$ cat src/cbd_pkg.sv
// ----------------------------------------------------------------------------
// cbd_pkg
// Shared types, constants and the hex digit function for the chunked body decoder.
// ----------------------------------------------------------------------------
package cbd_pkg;

    localparam int unsigned BUDGET_BITS  = 33;
    localparam logic [31:0] RESET_BUDGET = 32'd1048576;

    localparam logic [7:0] CH_LF = 8'h0A;
    localparam logic [7:0] CH_CR = 8'h0D;

    typedef enum logic [2:0] {
        PH_SIZE  = 3'd0,
        PH_EXT   = 3'd1,
        PH_DATA  = 3'd2,
        PH_TR_CR = 3'd3,
        PH_TR_LF = 3'd4,
        PH_HALT  = 3'd5
    } phase_t;

    typedef enum logic [1:0] {
        K_DATA  = 2'd0,
        K_DONE  = 2'd1,
        K_BAD   = 2'd2,
        K_LARGE = 2'd3
    } kind_t;

    // one result request from the core to the output stage
    typedef struct packed {
        logic       valid;
        kind_t      kind;
        logic [7:0] payload_byte;
    } result_t;

    // bit 4 set when the character is a hex digit, low nibble its value
    function automatic logic [4:0] hex_value(input logic [7:0] c);
        logic [4:0] r;
        r = 5'd0;
        if (c inside {[8'h30:8'h39]}) begin
            r = {1'b1, 4'(c - 8'h30)};
        end else if (c inside {[8'h61:8'h66]}) begin
            r = {1'b1, 4'(c - 8'h57)};
        end else if (c inside {[8'h41:8'h46]}) begin
            r = {1'b1, 4'(c - 8'h37)};
        end
        return r;
    endfunction

endpackage

$ cat src/cbd_core.sv
// ----------------------------------------------------------------------------
// cbd_core
// Decoder state registers and the combinational next-state and result logic.
// ----------------------------------------------------------------------------
module cbd_core #(
    parameter int unsigned COUNT_BITS = 32
) (
    input  logic                         aclk,
    input  logic                         aresetn,
    input  logic                         in_fire,
    input  logic [7:0]                   in_byte,
    input  logic                         cfg_wr_en,
    input  logic [31:0]                  cfg_wr_data,
    output cbd_pkg::result_t             result
);
    import cbd_pkg::*;

    localparam int unsigned CMP_BITS = (COUNT_BITS > BUDGET_BITS) ? COUNT_BITS : BUDGET_BITS;

    phase_t                  phase_reg,  phase_next;
    logic [COUNT_BITS-1:0]   accum_reg,  accum_next;
    logic                    saw_reg,    saw_next;
    logic                    over_reg,   over_next;
    logic [COUNT_BITS-1:0]   chunk_reg,  chunk_next;
    logic [BUDGET_BITS-1:0]  budget_reg, budget_next;

    logic                    do_size;
    logic                    in_ext;
    logic [4:0]              hex;
    logic [CMP_BITS-1:0]     size_ext;
    logic [CMP_BITS-1:0]     budget_ext;
    logic [COUNT_BITS-1:0]   chunk_dec;

    assign hex        = hex_value(in_byte);
    assign size_ext   = CMP_BITS'(accum_reg);
    assign budget_ext = CMP_BITS'(budget_reg);
    assign chunk_dec  = (chunk_reg != '0) ? chunk_reg - COUNT_BITS'(1) : chunk_reg;

    always_comb begin
        phase_next          = phase_reg;
        accum_next          = accum_reg;
        saw_next            = saw_reg;
        over_next           = over_reg;
        chunk_next          = chunk_reg;
        budget_next         = budget_reg;
        result.valid        = 1'b0;
        result.kind         = K_DATA;
        result.payload_byte = 8'd0;
        do_size             = 1'b0;
        in_ext              = 1'b0;

        if (in_fire) begin
            case (phase_reg)
                PH_SIZE, PH_EXT: begin
                    do_size = 1'b1;
                    in_ext  = (phase_reg == PH_EXT);
                end
                PH_DATA: begin
                    chunk_next          = chunk_dec;
                    if (chunk_dec == '0) begin
                        phase_next = PH_TR_CR;
                    end
                    result.valid        = 1'b1;
                    result.payload_byte = in_byte;
                end
                PH_TR_CR: begin
                    if (in_byte == CH_CR) begin
                        phase_next = PH_TR_LF;
                    end else begin
                        phase_next = PH_SIZE;
                        do_size    = (in_byte != CH_LF);
                    end
                end
                PH_TR_LF: begin
                    phase_next = PH_SIZE;
                    do_size    = (in_byte != CH_LF);
                end
                default: begin
                    phase_next = PH_HALT;
                end
            endcase

            if (do_size) begin
                if (in_byte == CH_LF) begin
                    // end of size line
                    accum_next = '0;
                    saw_next   = 1'b0;
                    over_next  = 1'b0;
                    if (!saw_reg || over_reg) begin
                        result.valid = 1'b1;
                        result.kind  = K_BAD;
                        phase_next   = PH_HALT;
                    end else if (size_ext >= budget_ext) begin
                        result.valid = 1'b1;
                        result.kind  = K_LARGE;
                        phase_next   = PH_HALT;
                    end else begin
                        budget_next = BUDGET_BITS'(budget_ext - size_ext);
                        if (accum_reg == '0) begin
                            result.valid = 1'b1;
                            result.kind  = K_DONE;
                            phase_next   = PH_HALT;
                        end else begin
                            chunk_next = accum_reg;
                            phase_next = PH_DATA;
                        end
                    end
                end else if (in_byte != CH_CR && !in_ext) begin
                    if (!hex[4]) begin
                        phase_next = PH_EXT;
                    end else begin
                        if (accum_reg[COUNT_BITS-1:COUNT_BITS-4] != 4'd0) begin
                            over_next = 1'b1;
                        end
                        accum_next = {accum_reg[COUNT_BITS-5:0], hex[3:0]};
                        saw_next   = 1'b1;
                    end
                end
            end
        end

        if (cfg_wr_en) begin
            budget_next = {1'b0, cfg_wr_data};
        end
    end

    always_ff @(posedge aclk) begin
        if (!aresetn) begin
            phase_reg  <= PH_SIZE;
            accum_reg  <= '0;
            saw_reg    <= 1'b0;
            over_reg   <= 1'b0;
            chunk_reg  <= '0;
            budget_reg <= {1'b0, RESET_BUDGET};
        end else begin
            phase_reg  <= phase_next;
            accum_reg  <= accum_next;
            saw_reg    <= saw_next;
            over_reg   <= over_next;
            chunk_reg  <= chunk_next;
            budget_reg <= budget_next;
        end
    end

endmodule

$ cat src/cbd_out_stage.sv
// ----------------------------------------------------------------------------
// cbd_out_stage
// Output register holding one result until the receiver takes it.
// ----------------------------------------------------------------------------
module cbd_out_stage (
    input  logic             aclk,
    input  logic             aresetn,
    input  cbd_pkg::result_t result,
    output logic             take_ok,
    output logic             m_tvalid,
    input  logic             m_tready,
    output logic [7:0]       m_tdata,
    output logic [1:0]       m_tuser
);
    import cbd_pkg::*;

    logic       valid_reg,  valid_next;
    logic [7:0] data_reg,   data_next;
    logic [1:0] user_reg,   user_next;

    // a new item may enter when the register is empty or drains this cycle
    assign take_ok = !valid_reg || m_tready;

    always_comb begin
        valid_next = valid_reg && !m_tready;
        data_next  = data_reg;
        user_next  = user_reg;
        if (result.valid) begin
            valid_next = 1'b1;
            data_next  = result.payload_byte;
            user_next  = result.kind;
        end
    end

    always_ff @(posedge aclk) begin
        if (!aresetn) begin
            valid_reg <= 1'b0;
        end else begin
            valid_reg <= valid_next;
        end
        data_reg <= data_next;
        user_reg <= user_next;
    end

    assign m_tvalid = valid_reg;
    assign m_tdata  = data_reg;
    assign m_tuser  = user_reg;

endmodule

$ cat src/chunked_body_decoder_top.sv
// ----------------------------------------------------------------------------
// chunked_body_decoder_top
// HTTP chunked body decoder, one raw byte in, at most one result out.
// ----------------------------------------------------------------------------
// Raw body bytes enter on the s_ stream, one byte per beat in s_tdata.
// Results leave on the m_ stream: m_tuser carries the kind (payload byte,
// body complete, bad request, entity too large) and m_tdata the payload
// byte, zero for the other kinds. Extensions, the CRLF after each chunk and
// size lines produce no result, except a terminal report at a size line's LF.
// Throughput is one byte per cycle while no held result waits. Each byte is
// decoded in the cycle it is accepted and its result sits in the output
// register in the cycle after; the state update per byte (hex shift, budget
// compare and subtract, chunk count decrement) is combinational in the core.
// cfg_wr_en/cfg_wr_data write the body size budget and reload the remaining
// budget; write only while no byte is in flight.
// Reset restores the budget to 1048576 and starts at a size line. After a
// terminal report all bytes are accepted and dropped until reset.
// When the receiver stalls, one result is held and s_tready drops only while
// that held result is not being taken.
// ----------------------------------------------------------------------------
module chunked_body_decoder_top #(
    parameter int unsigned COUNT_BITS = 32
) (
    input  logic        aclk,
    input  logic        aresetn,
    input  logic        s_tvalid,
    output logic        s_tready,
    input  logic [7:0]  s_tdata,     // [7:0] in_byte
    output logic        m_tvalid,
    input  logic        m_tready,
    output logic [7:0]  m_tdata,     // [7:0] payload_byte
    output logic [1:0]  m_tuser,     // [1:0] kind
    input  logic        cfg_wr_en,
    input  logic [31:0] cfg_wr_data
);
    import cbd_pkg::*;

    result_t result;
    logic    take_ok;
    logic    in_fire;

    assign s_tready = take_ok;
    assign in_fire  = s_tvalid && take_ok;

    cbd_core #(
        .COUNT_BITS (COUNT_BITS)
    ) u_core (
        .aclk        (aclk),
        .aresetn     (aresetn),
        .in_fire     (in_fire),
        .in_byte     (s_tdata),
        .cfg_wr_en   (cfg_wr_en),
        .cfg_wr_data (cfg_wr_data),
        .result      (result)
    );

    cbd_out_stage u_out (
        .aclk     (aclk),
        .aresetn  (aresetn),
        .result   (result),
        .take_ok  (take_ok),
        .m_tvalid (m_tvalid),
        .m_tready (m_tready),
        .m_tdata  (m_tdata),
        .m_tuser  (m_tuser)
    );

endmodule
$ cat config.mk
export PLATFORM = sky130hd
export DESIGN_NAME = chunked_body_decoder_top
export DESIGN_NICKNAME = d
export VERILOG_FILES = /design/src/cbd_pkg.sv /design/src/cbd_core.sv /design/src/cbd_out_stage.sv /design/src/chunked_body_decoder_top.sv
export SDC_FILE = /design/constraint.sdc
export NUM_CORES = 1
export LEC_CHECK = 0
export ABC_AREA = 1
export BUFFER_PORTS_ARGS = -buffer_cell sky130_fd_sc_hd__buf_2
export CAP_MARGIN = 20
export CORE_ASPECT_RATIO = 1.1
export CORE_MARGIN = 2
export CORE_UTILIZATION = 30
export CTS_BUF_LIST = sky130_fd_sc_hd__clkbuf_8
export DETAILED_ROUTE_END_ITERATION = 8
export SYNTH_ARGS = -nofsm -noshare
export SYNTH_HDL_FRONTEND = slang
export SYNTH_SLANG_ARGS = --single-unit
$ cat constraint.sdc
create_clock -name aclk -period 3.74 [get_ports aclk]
set_input_delay 0.374 -clock aclk [delete_from_list [all_inputs] [get_ports aclk]]
set_output_delay 0.374 -clock aclk [all_outputs]
set_load 0.02 [all_outputs]
---- Yosys cells after proc, flatten, opt, wreduce, memory -nomap -nowiden ----
Index checks and enable logic that the tools add are counted.
storage, ports and cells
  register bits after elaboration ......... 113
  input bits .............................. 45
  output and inout port bits .............. 12
cells by class
  add/sub/neg operators ................... 5
  order comparisons ....................... 7
  eq/ne operators ......................... 10
  mux-type cells .......................... 50
  bitwise logic cells ..................... 6
  reduce and logical (&&, ||, !) cells .... 32
operators with widths
  kind                   count
  $mux 32                16
  $logic_not 32->1       2
  $mux 3                 14
  $ge 32x33->1           1
  $sub 33x32->33         1
  $reduce_bool 32->1     1
  $sub 32x1->32 const B  1
  $eq 8x4->1 const B     2
  $ge 8x7->1 const B     2
  $le 8x7->1 const B     2
  $ne 8x4->1 const B     2
  $mux 5                 3
  $reduce_and 5->1       3
  $mux 1                 13
  $pmux 3 s4             1
  $reduce_bool 2->1      6
  $mux 11                1
  $ge 8x6->1 const B     1
  $le 8x6->1 const B     1
  $mux 8                 1
  $sub 4x3->4 const B    2
  $eq 3x2->1 const B     2
  $logic_and 1x1->1      6
  $not 1->1              6
  14 further kinds       20

---- Depth between registers and ports, before layout ----
Gate-level depths: netlist of the first run.
  depth in word-level cells ............... 9
  mapped depth ............................ 19
  mapped depth without buffers ............ 19

---- Hierarchy ----
From an unflattened synthesis of the first run, not the netlist that was laid out.
unflattened totals
  cells, all modules ...................... 1,371
  area total of the unflattened synthesis .. 8,896.0 sq um
modules (own cells, without submodules)
  module                    times used  cells an instance  area an instance (sq um)  sequential area each (sq um)
  cbd_core                  1           1,353              8,541.9                   2,042.0
  cbd_out_stage             1           16                 346.6                     320.3
  chunked_body_decoder_top  1           2                  7.5                       0.0

---- Worst setup path after synthesis of the first run ----
No wires, ideal clock.
  kind .................................... register to register
  from .................................... register u_core.accum_reg[4]
  to ...................................... register u_out.data_reg[0] (netlist: u_out.m_tdata[0]), enable pin
  setup time .............................. 0.393 ns
  arrival time ............................ 2.363 ns
  required time ........................... 3.347 ns
  path slack .............................. 0.985 ns
  cell stages (with the launch flop) ...... 14
  path buffers ............................ 0
  cell sequence ........................... dfxtp_1 -> inv_1 -> ha_1 -> a21oi_1 -> o21ai_0 -> nand2_1 -> nand2_1 -> nand2_1 -> nand2_1 -> nand2_1 -> nand3_1 -> nand4_1 -> inv_2 -> o21ai_0
RTL lines
  what                      RTL line             text
  start: declaration        cbd_core.sv:21       logic [COUNT_BITS-1:0] accum_reg, accum_next;
  start signal: assignment  cbd_core.sv:137      accum_reg <= accum_next;
  end signal: assignment    cbd_out_stage.sv:41  data_reg <= data_next;
  end: declaration          cbd_out_stage.sv:18  logic [7:0] data_reg, data_next;

---- Worst setup path after layout of the first run ----
  from .................................... register u_core.accum_reg[22]
  to ...................................... register u_core.budget_reg[1] (netlist: u_core.budget_ext[1])
between the ends
  longest elaborated chain between the ends .. 3
ends and longest elaborated chain
  what                        RTL line         text
  $ge 32x33->1                cbd_core.sv:93   end else if (size_ext >= budget_ext) begin
  $ne 2x2->1 (no line)        --
  $reduce_and 5->1 (no line)  --
  end signal: assignment      cbd_core.sv:134  budget_reg <= {1'b0, RESET_BUDGET};
  end signal: assignment      cbd_core.sv:141  budget_reg <= budget_next;
  end: declaration            cbd_core.sv:25   logic [BUDGET_BITS-1:0] budget_reg, budget_next;
No other way between the ends.
A chain may end at the register's enable or synchronous reset.

==> results of run 1 <==
metrics by stage:
| stage | instances | instance area (um^2) |
|---|---|---|
| 4_1_cts | 1849 | 9831 |
| 6_report | 1849 | 9831 |
| 2_1_floorplan | 1431 | 8817 |
| 3_3_place_gp | 1818 | 9379 |
| 3_5_place_dp | 1818 | 9379 |
| 5_1_grt | 1849 | 9831 |
final cells by class:
cell class              instances  area (um^2)
fillers                      3269        18960
multi-input cells            1098         5534
flip-flops and latches        113         2362
inverters                     173        654.4
well taps                     368        460.4
repair buffers                 66        367.9
clock buffers                  19        261.5
clock inverters                12        190.2
path summary, 6_finish.rpt:
kind | start | to | slack, ns
setup / recovery | u_core.accum_reg[22] | u_core.budget_ext[1] | 0.73
hold / removal | cfg_wr_data[22] | u_core.budget_ext[22] | 0.19
setup reg to reg | u_core.accum_reg[22] | u_core.budget_ext[1] | 0.73
hold reg to reg | u_core.budget_ext[0] | u_core.budget_ext[0] | 0.47
worst max-delay path, cell delays in order (launching register included):
cell	delay [ns]
dfxtp_1	0.35
inv_1	0.11
ha_1	0.39
a21o_1	0.23
a21oi_1	0.18
o21ai_1	0.11
a21oi_1	0.28
nand3_1	0.15
nand2_1	0.13
inv_2	0.07
nand2_4	0.11
nand2_4	0.22
inv_4	0.34
o21ai_0	0.12
a21oi_1	0.13
metal layers:
layer | up-vias | track usage, % | routed length, um
met5 | - | 0 | 0
met4 | 0 | 7.374 | 799
met3 | 47 | 2.131 | 899
met2 | 196 | 32.48 | 13750
met1 | 4234 | 23.22 | 12720
li1 | 4708 | - | -
logic make-up after synthesis:
kind of cell | count (synthesis) | share of synthesized area, %
muxes | 1 | 0.1277
xor gates and xnor gates | 33 | 3.278
DFF | 113 | 26.79
and+or+nand+nor | 754 | 36.77
adders and majority gates | 39 | 5.619
buffers and inverters | 220 | 10.52
AOI/OAI and AO/OA | 271 | 16.90
layout by cell type (no fill, tap or decap), types with 17 or more instances in the layout:
master,n
clkbuf_8,19
nand2_1,451
nor2_1,136
buf_2,56
a21oi_1,131
xor2_1,21
dfxtp_1,103
nand3_1,90
inv_1,165
nand4_1,17
o21ai_0,89
ha_1,38
power groups by stage:
stage	combinational (mW)	clock, mW	sequential (mW)
floorplan	0.465	0	1.28
global placement	0.636	0	1.29
detailed placement	0.634	0	1.29
CTS	0.639	1.38	1.27
global route	0.726	1.44	1.27
finish	0.643	1.36	1.27
==> results.md, run 1 <==
* Global-route wire length before repair at between 40000 and 50000 um
* # DRC at 0
* Count leader, synth: nand2_1
* Area share of the largest cell type after synthesis at 23.39%
* Reg power frac at 38.8%
* Diodes inserted at 0
* Vias in the first global route at 8974
* Final WL at ~28000 um
* Area Growth Syn to Fin at 11.49%
* Synthesized flop and latch total at 113
* Max FO, Critical Path at 26
* Io pins at 57
* Post-synth EDFFs at 10
* Yosys top cell by area: dfxtp_1
* Initial Util at 30.63%
* Setup Skew at 0.01214 ns
* First drt pass iteration count at 5
* Final worst path period share at about four fifths
* Largest net degree at the start of global routing at 69
* Die area at 30780 um^2
* Critical Path RT at between 4 and 5 ns
* Wirelength per Cell at 15.23 um
* Post-Synthesis Cell Area at between 8000 and 9000 um^2
* Htree depth at 4
* Setup Viol. Count Final at 0
* Cts hold-fix bufs at 0
* Final global-route overflow total at 0
* R2r worst-path depth at 14
* Status: finished clean
* Drt initial violations at around 560
* Max_cap viols at 0
* TNS Setup at 0 ns
* Syn nets at 1515
* Synth warn at 0
* P_leak at about 4.6 nW
* Data arrival time of the worst path at 3.39 ns
* DP Worst Slack at 0.7576 ns
* Num CTS Buffers at 17
* Peak VDD IR at 213.8 uV
* Num rows at between 60 and 70
* Die height at 183.8 um
* DR vias at a little over 9k
* DRT antenna net count at 0
* Actual slew at the worst max-slew pin at 0.8396 ns
* Hold Vio Cnt, Final at 0
* Clock Tree Root: clkbuf_8
* Total power at between 3 and 4 mW
* Setup bufs post-CTS at 0
* Largest register FFs at 33
* Area of the core at 28790 um^2
* Clk pin slew, worst setup/hold paths at approximately 0.070 ns
* Deepest clock path buffer count at 2
* Final net count at 1553
* Buffers on Ports at 56
* Cts repair resizes at 0
* Drt via density at 4.968
* Total Routing Usage GR at 18.52%
* Hold WC Path Type: input pin to flop
* GP Congestion at between 0.9 and 1
* Slew headroom at 43.96%
* Max-slew violation count at 0
* Power share of the combinational group at 19.7%
* Syn Area/Cell at 6.162 um^2
* Share of cells above drive strength 1 at under 10%
* Internal power at 2.280 mW
* Final min period at between 3 and 4 ns
* Fmax at 331.8 MHz
* Die W at about 170 um
* TritonCTS clock tree: yes
* Async S/R FF share, synth at 0%
* Switch share at 30.20%
* Setup WS post-layout at 0.7265 ns
* Clk_lat worst skew at ~0.45 ns
* RSZ-0062 raised after global routing: no
* Final HPWL DP at 21860 um
* Hold Worst Slack at approximately 0.19 ns
* Sequential area share after synthesis at 26.79%
* Power Density at 332.3 nW/um^2
* Cell count after synthesis at roughly 1.4k
* Top cells by count, synth: 451 x nand2_1, 164 x inv_1, 136 x nor2_1
* Final core utilization at 34.15%
* Clock sink total at 113
* Top FF cell, synth: dfxtp_1
* Crit start category: flop
* Initial antenna violation count at 0
* Hold depth at 3
* NetSw at 0.9866 mW
* Distinct cells, synth at 52
* Clk pwr share at 41.5%
* Crit path kind: flop to flop
* Synth top area cells: dfxtp_1 23%, nand2_1 19%, a21oi_1 7.4%
* Critical Path Sink Type: flop
(Power assumes the default switching activity.)
==> run 2: changes to the inputs <==
- clock period: 3.74 -> 2.65 ns (I/O delays scaled with it)
==> run 2 against run 1 <==
Against the previous run:
- first-iteration DRC count rose by 20%
- largest cell class unchanged
- largest power group is now sequential cells
- final cell count rose by 2.7%
- combinational power rose by 62%
- die area did not move
- highest routed layer unchanged
==> results.md, run 2 (synthesized netlist as in run 1, its figures left out) <==
* Initial antenna violation count at 0
* Crit path largest cell delay at 0.33 ns
* Drt initial violations at 668
* Placed Cells incl. Taps at 1858
* Num CTS Buffers at 17
* Die area at 30780 um^2
* # DRC at 0
* Slowest stage cell, crit path: dfxtp_1
* Most common cell after layout, fill and taps aside: nand2_1
* Initial Util at 30.63%
* Total power at between 4 and 5 mW
* Clk_lat worst skew at 0.45 ns
* Largest register FFs at 33
* Setup Viol. Count Final at 0
* Largest net degree at the start of global routing at 38
* Status: finished clean
* Wirelength per Cell at 15.35 um
* Clock Tree Root: clkbuf_8
* Area Growth Syn to Fin at 21.47%
* Global-route wire length before repair at 45620 um
* Worst-path cell chain: inv_1, ha_4, nand2_2, nor2_4, inv_2, nor2_2, and2_4, nand3_1, nand3_2, nand4_1, nor2_4, buf_12, clkbuf_16, nand2_1, nand3_1, a21oi_1
* Final worst path period share at a little over nine tenths
* Buffers on Ports at 56
* DR vias at 9460
* Share of cells above drive strength 1 at 17.71%
* Max_cap viols at 0
* Diodes inserted at 0
* Hold Vio Cnt, Final at 0
* Dpl cell area at between 9000 and 10000 um^2
* Deepest clock path buffer count at 2
* Setup Skew at 0.01212 ns
* Drt via density at around 5.0
* Max-slew violation count at 0
* Actual slew at the worst max-slew pin at between 0.7 and 0.8 ns
* Crit start category: flop
* Critical Path Sink Type: flop
* Data arrival time of the worst path at 2.96 ns
* Die W at 167.5 um
* First drt pass iteration count at 5
* Power Density at 421.5 nW/um^2
* Critical Path RT at 2.99 ns
* TritonCTS clock tree: yes
* Hold WC Path Type: input pin to flop
* Slew headroom at about half
* Fillers at between 3k and 4k
* Clock sink total at around 110
* RSZ-0062 raised after global routing: yes
* P_leak at 4.910 nW
* Final WL at 29130 um
* DRT antenna net count at 0
* Most frequent cells in the layout: 447 x nand2_1, 148 x inv_1, 130 x a21oi_1
* Vias in the first global route at between 9k and 10k
* GP Congestion at between 0.9 and 1
* Post-route design area at ~11000 um^2
* Final net count at 1601
* Num rows at 65
* Crit path kind: flop to flop
* Htree depth at 4
* Non-Filler Instances at 1898
* Clk pin slew, worst setup/hold paths at 0.07 ns
* Area of the core at 28790 um^2
* Die height at 183.8 um
* Final global-route overflow total at 0
* Total Routing Usage GR at between 10% and 20%
* Io pins at 57
* Peak VDD IR at 248.6 uV
* Max FO, Critical Path at 8
* Final min period at 2.614 ns
* Fmax at 382.5 MHz
* Final HPWL DP at 22570 um
-- run 2: changes by cell type in the layout (fill, tap and decap cells not counted), sizes merged --
cell	previous run	this run
bufinv	5	3
clkbuf	19	20
clkinvlp	3	1
buf	66	112
clkinv	2	8
-- run 2: area by class of cell --
cell class,count,area [um^2],area share (%)
Inverter,173,654.4,6.110
Timing Repair Buffer,114,854.6,7.979
Tap cell,368,460.4,4.299
Sequential cell,113,2387,22.29
Multi-Input combinational cell,1098,5958,55.63
Clock inverter,14,147.6,1.379
Clock buffer,18,247.7,2.313
-- run 2: layer usage --
metal	up-vias	wire, um	global-route usage [%]	part of all wire [%]
met4	0	1057	7.930	3.6
met2	258	13920	32.12	48
met3	66	1194	2.626	4.1
li1	4818	-	-	-
met5	-	0	0	0
met1	4318	12960	23.19	44
-- run 2: repair_timing --
action / CTS / global route
gates resized for setup: 4 / 88
buffers inserted: 0 / 5
setup endpoints to repair: 7 / 77
pin swaps: 1 / 10
hold buffers: 0 / 0
gates cloned: 0 / 3
-- run 2: through the flow --
stage / utilization (%) / setup TNS [ns] / hold slack [ns] / setup WS [ns]
floorplan: - / 0 / 0.4019 / 0.1835
global placement: 33.88 / -0.02284 / 0.4519 / -0.01007
detailed placement: 33.88 / -0.02896 / 0.4608 / -0.01021
CTS: 35.40 / 0 / 0.06126 / 0.02387
global route: 37.20 / -0.8727 / 0.06383 / -0.05910
finish: 37.20 / 0 / 0.07767 / 0.03586
-- run 2: critical path: cells and delay by family (launching register included) --
kind | cells | cell delay, ns
compound gates | 1 | 0.06
fa+ha+maj | 1 | 0.31
buf+inv | 4 | 0.46
flops | 1 | 0.33
simple gates | 10 | 1.35
-- run 2: report_power, final --
group / total [mW] / leakage (nW) / switching (mW) / internal (mW)
Combinational: 1.04 / 3.74 / 0.634 / 0.405
Clock: 1.67 / 0.212 / 0.739 / 0.934
Sequential: 1.80 / 0.957 / 0.0475 / 1.75
Total: 4.51 / 4.91 / 1.42 / 3.09
-- run 2: worst paths after layout --
check	start	end	slack (ns)	cells after the start
worst max-delay path	u_core.accum_reg[17]	u_core.chunk_reg[30]	0.04	16
worst min-delay path	cfg_wr_data[22]	u_core.budget_ext[22]	0.08	3
worst max register to register	u_core.accum_reg[17]	u_core.chunk_reg[30]	0.04	16
worst min register to register	u_core.budget_ext[0]	u_core.budget_ext[0]	0.47	2
==> run 3: changes to the inputs <==
- REMOVE_ABC_BUFFERS: not set -> 1
==> run 3 against run 2 <==
Against the previous run:
- non-clock buffer count increased by 34
- global-route usage increased by 0.35 points
- largest power group unchanged
- clock skew grew 0.0034 ns
- total power shrank 0.85%
- final cell count grew 1.8%
- sequential share of layout area is 0.28 points lower
- clock power shrank 3%
- sequential power hardly changed
- maximum frequency rose by 1.3%
- via count decreased by 0.18%
- combinational power about the same
- hold slack got worse by 0.0090 ns
==> results.md, run 3 (synthesized netlist as in run 1, its figures left out) <==
* Die height at 183.8 um
* Io pins at 57
* Total Routing Usage GR at 18.94%
* Critical Path Sink Type: flop
* Hold depth at 3
* Initial antenna violation count at 0
* Clk pwr share at between 30% and 40%
* Internal power at 3.020 mW
* P_leak at 5.031 nW
* Final core utilization at between 30 and 40%
* Data arrival time of the worst path at about 2.9 ns
* Die W at 167.5 um
* Hold WC Path Type: input pin to flop
* Setup WS post-layout at 0.07014 ns
* Clk pin slew, worst setup/hold paths at 0.08 ns
* Vias in the first global route at a little over 9k
* Largest net degree at the start of global routing at 37
* Final min period at ~2.6 ns
* Clock Tree Root: clkbuf_8
* Power share of the combinational group at about a quarter
* Wirelength per Cell at between 15 and 20 um
* Clock sink total at 113
* Area of the core at between 20000 and 30000 um^2
* Final WL at between 20000 and 30000 um
* Final HPWL DP at roughly 23000 um
* Met2 wire length at 14220 um
* Most common cell after layout, fill and taps aside: nand2_1
* Power Density at 413.6 nW/um^2
* TritonCTS clock tree: yes
* Diodes inserted at 0
* Slowest stage cell, crit path: dfxtp_2
* Area Growth Syn to Fin at 22.72%
* Status: finished clean
* Deepest clock path buffer count at 2
* # DRC at 0
* Setup Skew at 0.01548 ns
* Fillers at 3175
* Post-route design area at 10820 um^2
* Global-route wire length before repair at 46370 um
* Fmax at between 300 and 400 MHz
* DP Worst Slack at -0.03342 ns
* GP Congestion at 0.9263
* Crit start category: flop
* Die area at 30780 um^2
* Slew headroom at 44.93%
* Htree depth at 4
* Drt via density at about 4.9
* Max FO, Critical Path at 8
* Clk_lat worst skew at 0.46 ns
* Initial Util at slightly above 30%
* Critical Path RT at around 3.0 ns
* Reg power frac at 40.1%
* RR Endpoint: u_core.chunk_reg[30]
* Max_cap viols at 0
* NetSw at approximately 1.5 mW
* Worst Hold Launch: cfg_wr_data[2]
* Share of cells above drive strength 1 at 18.67%
* Peak VDD IR at 280.7 uV
* Crit path kind: flop to flop
* Num CTS Buffers at 17
* Most frequent cells in the layout: 448 x nand2_1, 152 x inv_1, 130 x nor2_1
* DRT antenna net count at 0
* DR vias at 9443
* First drt pass iteration count at 5
* Max-slew violation count at 0
* Final worst path period share at 97.35%
* Worst r2r src: u_core.accum_reg[6]
* Dpl cell area at around 10000 um^2
* Actual slew at the worst max-slew pin at 0.8251 ns
* Total power at 4.476 mW
* Crit path largest cell delay at 0.34 ns
* Final net count at roughly 1.6k
* TNS Setup at 0 ns
* Num rows at 65
* Final global-route overflow total at 0
* Hold Vio Cnt, Final at 0
* M1 WL at 13540 um
* Cts hold-fix bufs at 0
* Max Used Layer: met4
* R2r worst-path depth at 14
* R2R setup slack at 0.07 ns
* Largest register FFs at 33
* Worst-path cell chain: inv_2, ha_4, nand2_2, nor2_2, nand4_1, nor2_2, nand3_2, nand3_2, nand4_1, nor2_4, buf_6, nand2_1, nand3_1, a21oi_1
* Hold path endpoint: u_core.budget_ext[2]
* Switch share at between 30% and 40%
* Metal3 WL at a little under 1000 um
* Drt initial violations at around 670
* Buffers on Ports at 56
* Setup Viol. Count Final at 0
[run 3: cell types whose count changed in the layout (fill, tap and decap cells not counted), moves of 2 or more]
cell / change
o21ai_0: +2
dfxtp_2: -2
dfxtp_1: +3
inv_1: +4
ha_1: +8
a21oi_1: -3
nor2_4: -2
a21oi_2: +3
inv_2: -3
ha_4: -8
buf_4: +35
clkinvlp_4: +3
[run 3: routing by layer]
metal	global-route usage, %	up-vias
met5	0	-
met4	5.878	0
met1	24.26	4327
li1	-	4867
met2	33.20	209
met3	2.411	40
[run 3: what timing repair did]
| item | CTS | global route |
|---|---|---|
| cloned | 0 | 2 |
| pin swaps | 0 | 7 |
| buffers inserted | 0 | 1 |
| endpoints found under the setup margin | 23 | 79 |
| gates resized for setup | 1 | 74 |
[run 3: metrics by stage]
step	cells	hold WS, ns
after floorplan	1384	0.3412
after global placement	1897	0.4515
after detailed placement	1897	0.4563
after CTS	1929	0.05725
after global routing	1932	0.07632
final	1932	0.06862
[run 3: area by class of cell]
class                           instances  area, um^2  area share, %
Tap cell                              368       460.4          4.255
Clock buffer                           18       247.7          2.290
Multi-Input combinational cell       1098        5858          54.14
Clock inverter                         14       126.4          1.168
Timing Repair Buffer                  148        1092          10.09
Sequential cell                       113        2381          22.01
Inverter                              173       654.4          6.048
[run 3: worst max-delay path, delay by kind of cell, from the launching register on]
| family | cells | cell delay (ns) |
|---|---|---|
| buffers and inverters | 2 | 0.24 |
| and+or+nand+nor | 10 | 1.51 |
| DFF | 1 | 0.34 |
| adders and majority gates | 1 | 0.29 |
| AOI/OAI and AO/OA | 1 | 0.06 |
[run 3: worst max-delay path by stage]
stage | start | to | slack [ns]
2_1_floorplan | u_out.m_tvalid | u_core.accum_reg[0] | -0.52
3_3_place_gp | u_core.accum_reg[6] | u_core.chunk_reg[30] | -0.03
3_5_place_dp | u_core.accum_reg[7] | u_out.m_tdata[4] | -0.03
4_1_cts | u_core.accum_reg[6] | u_core.chunk_reg[30] | 0.0001
5_1_grt | u_core.budget_ext[0] | u_core.budget_ext[27] | -0.02
6_report | u_core.accum_reg[6] | u_core.chunk_reg[30] | 0.07
[run 3: power by group through the flow]
stage	Clock [mW]	Sequential, mW	Combinational (mW)
2_1_floorplan	0	1.81	0.634
3_3_place_gp	0	1.82	0.996
3_5_place_dp	0	1.82	0.996
4_1_cts	1.66	1.79	1.00
5_1_grt	1.74	1.80	1.18
6_report	1.62	1.80	1.06
